[config.mk]
export PLATFORM = sky130hd
export DESIGN_NAME = potts_lattice_energy_core_flat
export DESIGN_NICKNAME = d
export VERILOG_FILES = /design/src/hdl/ple_pkg.sv /design/src/hdl/ple_if.sv /design/src/hdl/ple_head.sv /design/src/hdl/ple_cell.sv /design/src/hdl/ple_tail.sv /design/src/hdl/potts_lattice_energy_core.sv /design/src/flat_wrapper.sv
export SDC_FILE = /design/constraint.sdc
export NUM_CORES = 2
export LEC_CHECK = 0
export ABC_AREA = 1
export BUFFER_PORTS_ARGS = -buffer_cell sky130_fd_sc_hd__buf_4
export CAP_MARGIN = 20
export CELL_PAD_IN_SITES_DETAIL_PLACEMENT = 0
export CELL_PAD_IN_SITES_GLOBAL_PLACEMENT = 1
export CORE_UTILIZATION = 40
export CTS_CLUSTER_DIAMETER = 40
export DETAILED_ROUTE_END_ITERATION = 10
export GPL_TIMING_DRIVEN = 0
export HOLD_SLACK_MARGIN = 0.12
export PLACE_DENSITY_LB_ADDON = 0.15
export SLEW_MARGIN = 30
export SYNTH_ARGS = -nofsm -noshare
export SYNTH_HDL_FRONTEND = slang
export SYNTH_HIERARCHICAL = 1
export SYNTH_SLANG_ARGS = --single-unit
[constraint.sdc]
create_clock -name clk -period 225.2 [get_ports clk]
set_input_delay 67.56 -clock clk [delete_from_list [all_inputs] [get_ports clk]]
set_output_delay 67.56 -clock clk [all_outputs]
set_load 0.05 [all_outputs]
[src/hdl/ple_pkg.sv]
// shared widths, register indexes and the per-site flag group
// no dependencies
package ple_pkg;

	localparam int SPIN_W     = 8;
	localparam int COUNT_W    = 14;
	localparam int ENERGY_W   = 30;
	localparam int SIDE_W     = 7;
	localparam int COUPLING_W = 16;
	localparam int CFG_IDX_W  = 2;
	localparam int CFG_DATA_W = 16;
	// matches found for one site: up to two horizontal and two vertical
	localparam int MATCH_W    = 3;

	localparam logic [COUNT_W-1:0] COUNT_MAX = '1;

	// configuration register indexes
	localparam logic [CFG_IDX_W-1:0] REG_SIDE_LENGTH = 2'd0;
	localparam logic [CFG_IDX_W-1:0] REG_COUPLING    = 2'd1;

	localparam logic [SIDE_W-1:0]            SIDE_RESET     = 7'd2;
	localparam logic signed [COUPLING_W-1:0] COUPLING_RESET = 16'sd256;

	// position flags that travel with each site down the cell chain
	typedef struct packed {
		logic restart;
		logic first_row;
		logic last_row;
		logic last_site;
	} site_flags_t;

endpackage

[src/hdl/ple_if.sv]
// handshake channels of the potts lattice energy core: spins, results, configuration
// depends on ple_pkg
interface ple_spin_if import ple_pkg::*; ();
	logic              valid;
	logic              ready;
	logic [SPIN_W-1:0] spin;

	modport source (output valid, output spin, input ready);
	modport sink (input valid, input spin, output ready);
endinterface

interface ple_result_if import ple_pkg::*; ();
	logic                       valid;
	logic                       ready;
	logic [COUNT_W-1:0]         match_count;
	logic signed [ENERGY_W-1:0] energy_value;

	modport source (output valid, output match_count, output energy_value, input ready);
	modport sink (input valid, input match_count, input energy_value, output ready);
endinterface

interface ple_cfg_if import ple_pkg::*; ();
	logic                  valid;
	logic                  ready;
	logic [CFG_IDX_W-1:0]  index;
	logic [CFG_DATA_W-1:0] data;

	modport source (output valid, output index, output data, input ready);
	modport sink (input valid, input index, input data, output ready);
endinterface

[src/hdl/ple_head.sv]
// entry stage: lattice position tracking and horizontal neighbor matches
// depends on ple_pkg
module ple_head import ple_pkg::*; #(
	parameter int MAX_SIDE = 64,
	parameter int COL_W    = 6
) (
	input  logic               clk,
	input  logic               arst_n,
	input  logic               adv,
	input  logic               in_valid,
	input  logic [SPIN_W-1:0]  in_spin,
	input  logic [SIDE_W-1:0]  side,
	output logic               pkt_valid,
	output logic [SPIN_W-1:0]  pkt_spin,
	output logic [COL_W-1:0]   pkt_col,
	output site_flags_t        pkt_flags,
	output logic [MATCH_W-1:0] pkt_match
);

	localparam int EFF_W = (COL_W + 1 > SIDE_W) ? COL_W + 1 : SIDE_W;
	localparam logic [EFF_W-1:0] MAX_EFF = EFF_W'(MAX_SIDE);

	logic [COL_W-1:0]  col_q;
	logic [COL_W-1:0]  row_q;
	logic [SPIN_W-1:0] start_q;
	logic [SPIN_W-1:0] left_q;

	logic [EFF_W-1:0]  side_ext;
	logic [EFF_W-1:0]  eff;
	logic [EFF_W-1:0]  last_idx;
	logic              restart;
	logic [COL_W-1:0]  c;
	logic [COL_W-1:0]  r;
	logic              at_first_col;
	logic              at_last_col;
	logic              first_row;
	logic              last_row;
	logic              h_left;
	logic              h_wrap;
	logic              take;

	// clamp the side into 1..MAX_SIDE
	always_comb begin
		side_ext = EFF_W'(side);
		if (side_ext == '0) begin
			eff = EFF_W'(1);
		end else if (side_ext > MAX_EFF) begin
			eff = MAX_EFF;
		end else begin
			eff = side_ext;
		end
		last_idx = eff - EFF_W'(1);
	end

	// position of this site, restarting when the side shrank below it
	always_comb begin
		restart      = (EFF_W'(col_q) >= eff) || (EFF_W'(row_q) >= eff);
		c            = restart ? '0 : col_q;
		r            = restart ? '0 : row_q;
		at_first_col = (c == '0);
		at_last_col  = (EFF_W'(c) == last_idx);
		first_row    = (r == '0);
		last_row     = (EFF_W'(r) == last_idx);
		h_left       = !at_first_col && (left_q == in_spin);
		h_wrap       = at_last_col && (at_first_col || (in_spin == start_q));
	end

	assign take = in_valid && adv;

	// position and row state
	always_ff @(posedge clk or negedge arst_n) begin
		if (!arst_n) begin
			col_q   <= '0;
			row_q   <= '0;
			start_q <= '0;
			left_q  <= '0;
		end else if (take) begin
			left_q <= in_spin;
			if (at_first_col) begin
				start_q <= in_spin;
			end
			if (at_last_col) begin
				col_q <= '0;
				row_q <= last_row ? '0 : r + COL_W'(1);
			end else begin
				col_q <= c + COL_W'(1);
				row_q <= r;
			end
		end
	end

	// packet register feeding the first cell
	always_ff @(posedge clk or negedge arst_n) begin
		if (!arst_n) begin
			pkt_valid <= 1'b0;
		end else if (adv) begin
			pkt_valid <= in_valid;
		end
	end

	always_ff @(posedge clk) begin
		if (take) begin
			pkt_spin            <= in_spin;
			pkt_col             <= c;
			pkt_flags.restart   <= restart;
			pkt_flags.first_row <= first_row;
			pkt_flags.last_row  <= last_row;
			pkt_flags.last_site <= at_last_col && last_row;
			pkt_match           <= MATCH_W'(h_left) + MATCH_W'(h_wrap);
		end
	end

endmodule

[src/hdl/ple_cell.sv]
// one column cell: holds the first-row and previous-row spin of its column
// and adds the vertical matches of the site that passes with its column; depends on ple_pkg
module ple_cell import ple_pkg::*; #(
	parameter int COL_W = 6,
	parameter int INDEX = 0
) (
	input  logic               clk,
	input  logic               arst_n,
	input  logic               adv,
	input  logic               in_valid,
	input  logic [SPIN_W-1:0]  in_spin,
	input  logic [COL_W-1:0]   in_col,
	input  site_flags_t        in_flags,
	input  logic [MATCH_W-1:0] in_match,
	output logic               out_valid,
	output logic [SPIN_W-1:0]  out_spin,
	output logic [COL_W-1:0]   out_col,
	output site_flags_t        out_flags,
	output logic [MATCH_W-1:0] out_match
);

	logic [SPIN_W-1:0]  first_q;
	logic [SPIN_W-1:0]  prev_q;
	logic               hit;
	logic               v_down;
	logic               v_up;
	logic [MATCH_W-1:0] match_nxt;

	// compare against the stored column entries
	always_comb begin
		hit       = in_valid && (in_col == COL_W'(INDEX));
		v_down    = !in_flags.first_row && (prev_q == in_spin);
		v_up      = in_flags.last_row && (in_flags.first_row || (in_spin == first_q));
		match_nxt = hit ? in_match + MATCH_W'(v_down) + MATCH_W'(v_up) : in_match;
	end

	// column storage, written only by its own column
	always_ff @(posedge clk) begin
		if (adv && hit) begin
			prev_q <= in_spin;
			if (in_flags.first_row) begin
				first_q <= in_spin;
			end
		end
	end

	// hand the site on to the next cell
	always_ff @(posedge clk or negedge arst_n) begin
		if (!arst_n) begin
			out_valid <= 1'b0;
		end else if (adv) begin
			out_valid <= in_valid;
		end
	end

	always_ff @(posedge clk) begin
		if (adv) begin
			out_spin  <= in_spin;
			out_col   <= in_col;
			out_flags <= in_flags;
			out_match <= match_nxt;
		end
	end

endmodule

[src/hdl/ple_tail.sv]
// end of the chain: saturating pair count, energy product and result register
// depends on ple_pkg and ple_if
module ple_tail import ple_pkg::*; (
	input  logic                         clk,
	input  logic                         arst_n,
	input  logic                         in_valid,
	input  site_flags_t                  in_flags,
	input  logic [MATCH_W-1:0]           in_match,
	input  logic signed [COUPLING_W-1:0] coupling,
	output logic                         ready,
	ple_result_if.source                 results
);

	logic [COUNT_W-1:0]                count_q;
	logic                              valid_s1;
	logic [COUNT_W-1:0]                count_s1;
	logic                              out_valid_q;
	logic [COUNT_W-1:0]                match_q;
	logic signed [ENERGY_W-1:0]        energy_q;

	logic                              out_go;
	logic                              take;
	logic                              last;
	logic [COUNT_W-1:0]                base;
	logic [COUNT_W:0]                  sum;
	logic [COUNT_W-1:0]                total;
	logic signed [COUNT_W:0]           cnt_sx;
	logic signed [COUPLING_W+COUNT_W:0] prod;
	logic signed [COUPLING_W+COUNT_W:0] neg;

	// flow control: only a finishing site waits for room in the result stages
	always_comb begin
		out_go = !out_valid_q || results.ready;
		last   = in_valid && in_flags.last_site;
		ready  = !last || !valid_s1 || out_go;
		take   = in_valid && ready;
	end

	// saturating count update
	always_comb begin
		base  = in_flags.restart ? '0 : count_q;
		sum   = {1'b0, base} + (COUNT_W + 1)'(in_match);
		total = (sum > {1'b0, COUNT_MAX}) ? COUNT_MAX : sum[COUNT_W-1:0];
	end

	// energy = -coupling * count
	always_comb begin
		cnt_sx = signed'({1'b0, count_s1});
		prod   = coupling * cnt_sx;
		neg    = -prod;
	end

	always_ff @(posedge clk or negedge arst_n) begin
		if (!arst_n) begin
			count_q     <= '0;
			valid_s1    <= 1'b0;
			out_valid_q <= 1'b0;
		end else begin
			if (take) begin
				count_q <= last ? '0 : total;
			end
			if (take && last) begin
				valid_s1 <= 1'b1;
			end else if (out_go) begin
				valid_s1 <= 1'b0;
			end
			if (out_go) begin
				out_valid_q <= valid_s1;
			end
		end
	end

	// result payload
	always_ff @(posedge clk) begin
		if (take && last) begin
			count_s1 <= total;
		end
		if (out_go && valid_s1) begin
			match_q  <= count_s1;
			energy_q <= neg[ENERGY_W-1:0];
		end
	end

	assign results.valid        = out_valid_q;
	assign results.match_count  = match_q;
	assign results.energy_value = energy_q;

endmodule

[src/hdl/potts_lattice_energy_core.sv]
// potts model energy of a periodic square lattice, top level
// depends on ple_pkg, ple_if, ple_head, ple_cell, ple_tail
//
//   channel   role     payload                          transaction when
//   spins     sink     spin[7:0]                        valid && ready
//   results   source   match_count[13:0], energy_value  valid && ready
//   cfg       sink     index[1:0], data[15:0]           valid && ready (ready always high)
//
// one spin per cycle while spins.ready is high; the result of a lattice is registered after its last
// site passes the head packet register, the row of MAX_SIDE column cells and the skid stage.
// arst_n clears position, count and all valid bits; the column stores are not cleared.
// spins.ready drops only while a finishing site meets a full result register and skid stage.
module potts_lattice_energy_core import ple_pkg::*; #(
	parameter int MAX_SIDE = 64
) (
	input  logic         clk,
	input  logic         arst_n,
	ple_spin_if.sink     spins,
	ple_result_if.source results,
	ple_cfg_if.sink      cfg
);

	localparam int COL_W = (MAX_SIDE > 1) ? $clog2(MAX_SIDE) : 1;

	logic [SIDE_W-1:0]            side_q;
	logic signed [COUPLING_W-1:0] coupling_q;
	logic                         adv;

	logic               ch_valid [0:MAX_SIDE];
	logic [SPIN_W-1:0]  ch_spin  [0:MAX_SIDE];
	logic [COL_W-1:0]   ch_col   [0:MAX_SIDE];
	site_flags_t        ch_flags [0:MAX_SIDE];
	logic [MATCH_W-1:0] ch_match [0:MAX_SIDE];

	// configuration registers
	assign cfg.ready = 1'b1;

	always_ff @(posedge clk or negedge arst_n) begin
		if (!arst_n) begin
			side_q     <= SIDE_RESET;
			coupling_q <= COUPLING_RESET;
		end else if (cfg.valid) begin
			unique case (cfg.index)
				REG_SIDE_LENGTH: side_q     <= cfg.data[SIDE_W-1:0];
				REG_COUPLING:    coupling_q <= signed'(cfg.data);
				default: ;
			endcase
		end
	end

	assign spins.ready = adv;

	// entry stage
	ple_head #(
		.MAX_SIDE (MAX_SIDE),
		.COL_W    (COL_W)
	) u_head (
		.clk       (clk),
		.arst_n    (arst_n),
		.adv       (adv),
		.in_valid  (spins.valid),
		.in_spin   (spins.spin),
		.side      (side_q),
		.pkt_valid (ch_valid[0]),
		.pkt_spin  (ch_spin[0]),
		.pkt_col   (ch_col[0]),
		.pkt_flags (ch_flags[0]),
		.pkt_match (ch_match[0])
	);

	// row of column cells
	for (genvar k = 0; k < MAX_SIDE; k++) begin : g_cell
		ple_cell #(
			.COL_W (COL_W),
			.INDEX (k)
		) u_cell (
			.clk       (clk),
			.arst_n    (arst_n),
			.adv       (adv),
			.in_valid  (ch_valid[k]),
			.in_spin   (ch_spin[k]),
			.in_col    (ch_col[k]),
			.in_flags  (ch_flags[k]),
			.in_match  (ch_match[k]),
			.out_valid (ch_valid[k+1]),
			.out_spin  (ch_spin[k+1]),
			.out_col   (ch_col[k+1]),
			.out_flags (ch_flags[k+1]),
			.out_match (ch_match[k+1])
		);
	end

	// count, energy and result output
	ple_tail u_tail (
		.clk      (clk),
		.arst_n   (arst_n),
		.in_valid (ch_valid[MAX_SIDE]),
		.in_flags (ch_flags[MAX_SIDE]),
		.in_match (ch_match[MAX_SIDE]),
		.coupling (coupling_q),
		.ready    (adv),
		.results  (results)
	);

endmodule

[src/flat_wrapper.sv]
// flat-port wrapper written by rule: the top's interface ports become plain ports
module potts_lattice_energy_core_flat import ple_pkg::*;
#(
	parameter int MAX_SIDE = 64
)
  (clk, arst_n, spins_valid, spins_spin, spins_ready, results_valid, results_match_count, results_energy_value, results_ready, cfg_valid, cfg_index, cfg_data, cfg_ready);
  ple_spin_if spins_i ();
  ple_result_if results_i ();
  ple_cfg_if cfg_i ();
  input  logic clk;
  input  logic arst_n;
  input wire logic [$bits(spins_i.valid)-1:0] spins_valid;
  input wire logic [$bits(spins_i.spin)-1:0] spins_spin;
  output wire logic [$bits(spins_i.ready)-1:0] spins_ready;
  output wire logic [$bits(results_i.valid)-1:0] results_valid;
  output wire logic [$bits(results_i.match_count)-1:0] results_match_count;
  output wire logic [$bits(results_i.energy_value)-1:0] results_energy_value;
  input wire logic [$bits(results_i.ready)-1:0] results_ready;
  input wire logic [$bits(cfg_i.valid)-1:0] cfg_valid;
  input wire logic [$bits(cfg_i.index)-1:0] cfg_index;
  input wire logic [$bits(cfg_i.data)-1:0] cfg_data;
  output wire logic [$bits(cfg_i.ready)-1:0] cfg_ready;
  assign spins_i.valid = spins_valid;
  assign spins_i.spin = spins_spin;
  assign spins_ready = spins_i.ready;
  assign results_valid = results_i.valid;
  assign results_match_count = results_i.match_count;
  assign results_energy_value = results_i.energy_value;
  assign results_i.ready = results_ready;
  assign cfg_i.valid = cfg_valid;
  assign cfg_i.index = cfg_index;
  assign cfg_i.data = cfg_data;
  assign cfg_ready = cfg_i.ready;
  potts_lattice_energy_core #(.MAX_SIDE(MAX_SIDE)) u_core (.clk(clk), .arst_n(arst_n), .spins(spins_i), .results(results_i), .cfg(cfg_i));
endmodule
==> impl_metrics.csv <==
group,metric,value,unit
outcome,status,"finished, final reports clean",
pwr,ir_drop,0.00690,mV
routing,post-route-drc-count,0,
clock_network,numCtsBuffers,405,
routing,vias_per_cell,4.57,
timing,setup-violations-final,0,
clock_network,clk-insertion-delay-late,0.92,ns
floorplanning,coreArea,286000,um^2
timing,rsz0062_at_grt,"false",
grt,antenna_found_initial,3,
synthesis,ys_warn_count,6,
timing,finalCritPeriodShare,0.612,
timing,min_period,137.89,ns
grt,grtUsageTotal,0.149,
clock_network,post_cts_resized,0,
grt,grt_first_pass_wirelength,355000,um
hold_path,min_path_cells,0,
layout,drive_gt1_frac,0.119,
routing,dr.pass1.iters,6,
routing,postRouteWirelength,215000,um
setup_path,start_kind,"input port",
clock_network,cts.sinks,2562,
floorplanning,die-area,291000,um^2
timing,tightest_slew,0.870,ns
clock_network,cts_htree_levels,5,
routing,num_vias,65900,
setup_path,timing.reg2reg.setup_slack,217.99,ns
timing,hold_violations,0,
grt,overflow,0,
setup_path,r2r_cells,24,
synthesis,synth_fp_nets,10300,
pwr,p_leak,0.0587,uW
timing,tns,0,ns
routing,drtIter0Drc,3448,
place,port_buffers,74,
setup_path,cp.arrival,70.33,ns
routing,wl_per_cell,14.9,um
floorplanning,initial_utilization,0.403,
layout,layout-area-overhead-vs-synth,17.7,%
timing,fmax,0.00725,GHz
grt,grt_max_degree,54,
clock_network,clock-root-buffer,"clkbuf_16",
pwr,p_total,1270,uW
setup_path,crit_path_max_fanout,52,
floorplanning,num_rows,196,
synthesis,syn_avg_cell_area,11.8,um^2
setup_path,crit_required,157.64,ns
setup_path,end_kind,"output pin",
hold_path,holdCritPathClass,"flip-flop to flip-flop",
place,routabilityCongestion,0.818,
floorplanning,pin_count,78,
layout,nets,10800,
timing,skew,0.0563,ns
timing,slew_violations,0,
synthesis,synth_cells,9801,
floorplanning,die_h,539,um
floorplanning,die_x,539,um
clock_network,ctsHoldBuffers,0,
clock_network,cts_tree,"built",
pwr,power_density,9.38,nW/um^2
clock_network,cts_buffer_depth,4,
synthesis,syn-cell-area,115000,um^2
timing,maxSlewHeadroom,0.417,
grt,first_global_vias,67300,
clock_network,post-cts-setup-buffer-count,0,
routing,ant_nets,0,
job,maxCapViolCount,0,
place,hpwl,150000,um
clock_network,clk_pin_slew,0.05,ns
setup_path,criticalPathCategory,"input port to output pin",
[critical path, stage by stage]
cell     delay, ns
buf_4         0.11
nor2_1        0.24
inv_1         0.10
nor2_1        0.28
nand2_4       0.37
buf_16        0.33
buf_16        0.24
buf_16        0.23
buf_16        0.24
buf_16        0.23
buf_4         0.23
[flip-flops by register name, indices dropped and copies added, names as in the netlist, 7 cells and up]
name / count
u_core/g_cell.u_cell/prev_q: 512
u_core/g_cell.u_cell/out_col: 378
u_core/u_head/start_q: 8
u_core/side_q: 7
u_core/g_cell.u_cell/out_flags: 254
u_core/g_cell.u_cell/out_spin: 504
u_core/coupling_q: 16
u_core/g_cell.u_cell/first_q: 512
u_core/g_cell.u_cell/out_match: 192
u_core/u_tail/results.energy_value: 30
u_core/u_head/pkt_spin: 8
u_core/u_tail/results.match_count: 14
u_core/g_cell.u_cell/out_valid: 64
u_core/u_tail/count_q: 14
u_core/u_tail/count_s1: 14
u_core/u_head/left_q: 8
[through the flow]
step	instances	cell area (um^2)	hold slack (ns)	worst slack (ns)	utilization
6_report	14400	136000	0.396	87.31	0.475
3_3_place_gp	13600	121000	0.401	42.05	0.422
5_1_grt	14400	136000	0.415	87.13	0.475
3_5_place_dp	13700	122000	0.405	87.31	0.426
4_1_cts	14400	136000	0.401	87.31	0.475
2_1_floorplan	9801	115000	0.400	59.67	-
[layout make-up]
type / count / area [um^2]
clock buffers: 454 / 10500
inverters: 1692 / 6370
well taps: 3762 / 4710
repair buffers: 109 / 1470
diodes: 1 / 2.50
plain buffers: 65 / 338
clock inverters: 304 / 3570
flip-flops and latches: 2562 / 76300
multi-input cells: 5482 / 32700
fillers: 25400 / 150000
[cells in the final DEF, fill, tap and decap left out, types with 53 or more instances in the layout]
master,count
nand2_1,2820
edfxtp_1,2430
inv_1,1531
nor2_1,614
clkbuf_16,408
xnor2_1,396
fa_1,288
nand3_1,247
ha_1,176
o21ai_0,174
a21oi_1,133
inv_2,132
dfrtp_1,130
xor2_1,107
clkbuf_1,85
nor3_2,79
buf_4,78
o22ai_1,68
clkinv_1,62
clkinvlp_4,61
inv_6,53
[where the power goes]
part	internal, uW	total, uW	switching, uW
Sequential	560	588	27.4
Clock	396	630	234
Combinational	22.8	57.1	34.2
Total	979	1270	296
[worst paths after layout]
kind	from	to
max in group asynchronous	arst_n	u_core/g_cell[52].u_cell/out_valid$_DFFE_PN0P_
min in group asynchronous	arst_n	u_core/u_head/pkt_valid$_DFFE_PN0P_
worst min-delay path	u_core/g_cell[22].u_cell/out_flags[0]$_DFFE_PP_	u_core/g_cell[23].u_cell/out_flags[0]$_DFFE_PP_
worst max register to register	u_core/u_tail/count_s1[2]$_DFFE_PP_	u_core/u_tail/results.energy_value[29]$_DFFE_PP_
worst max-delay path	results_ready	spins_ready
worst min register to register	u_core/g_cell[22].u_cell/out_flags[0]$_DFFE_PP_	u_core/g_cell[23].u_cell/out_flags[0]$_DFFE_PP_
[routing by layer]
layer	up-vias	track usage	wire [um]	share of wire
met4	0	0.0505	6010	0.028
met5	-	0	0	0
li1	33000	-	-	-
met1	31600	0.198	98200	0.46
met3	407	0.0210	7560	0.035
met2	909	0.251	103000	0.48
No activity file was read; power rests on OpenSTA's default activity.
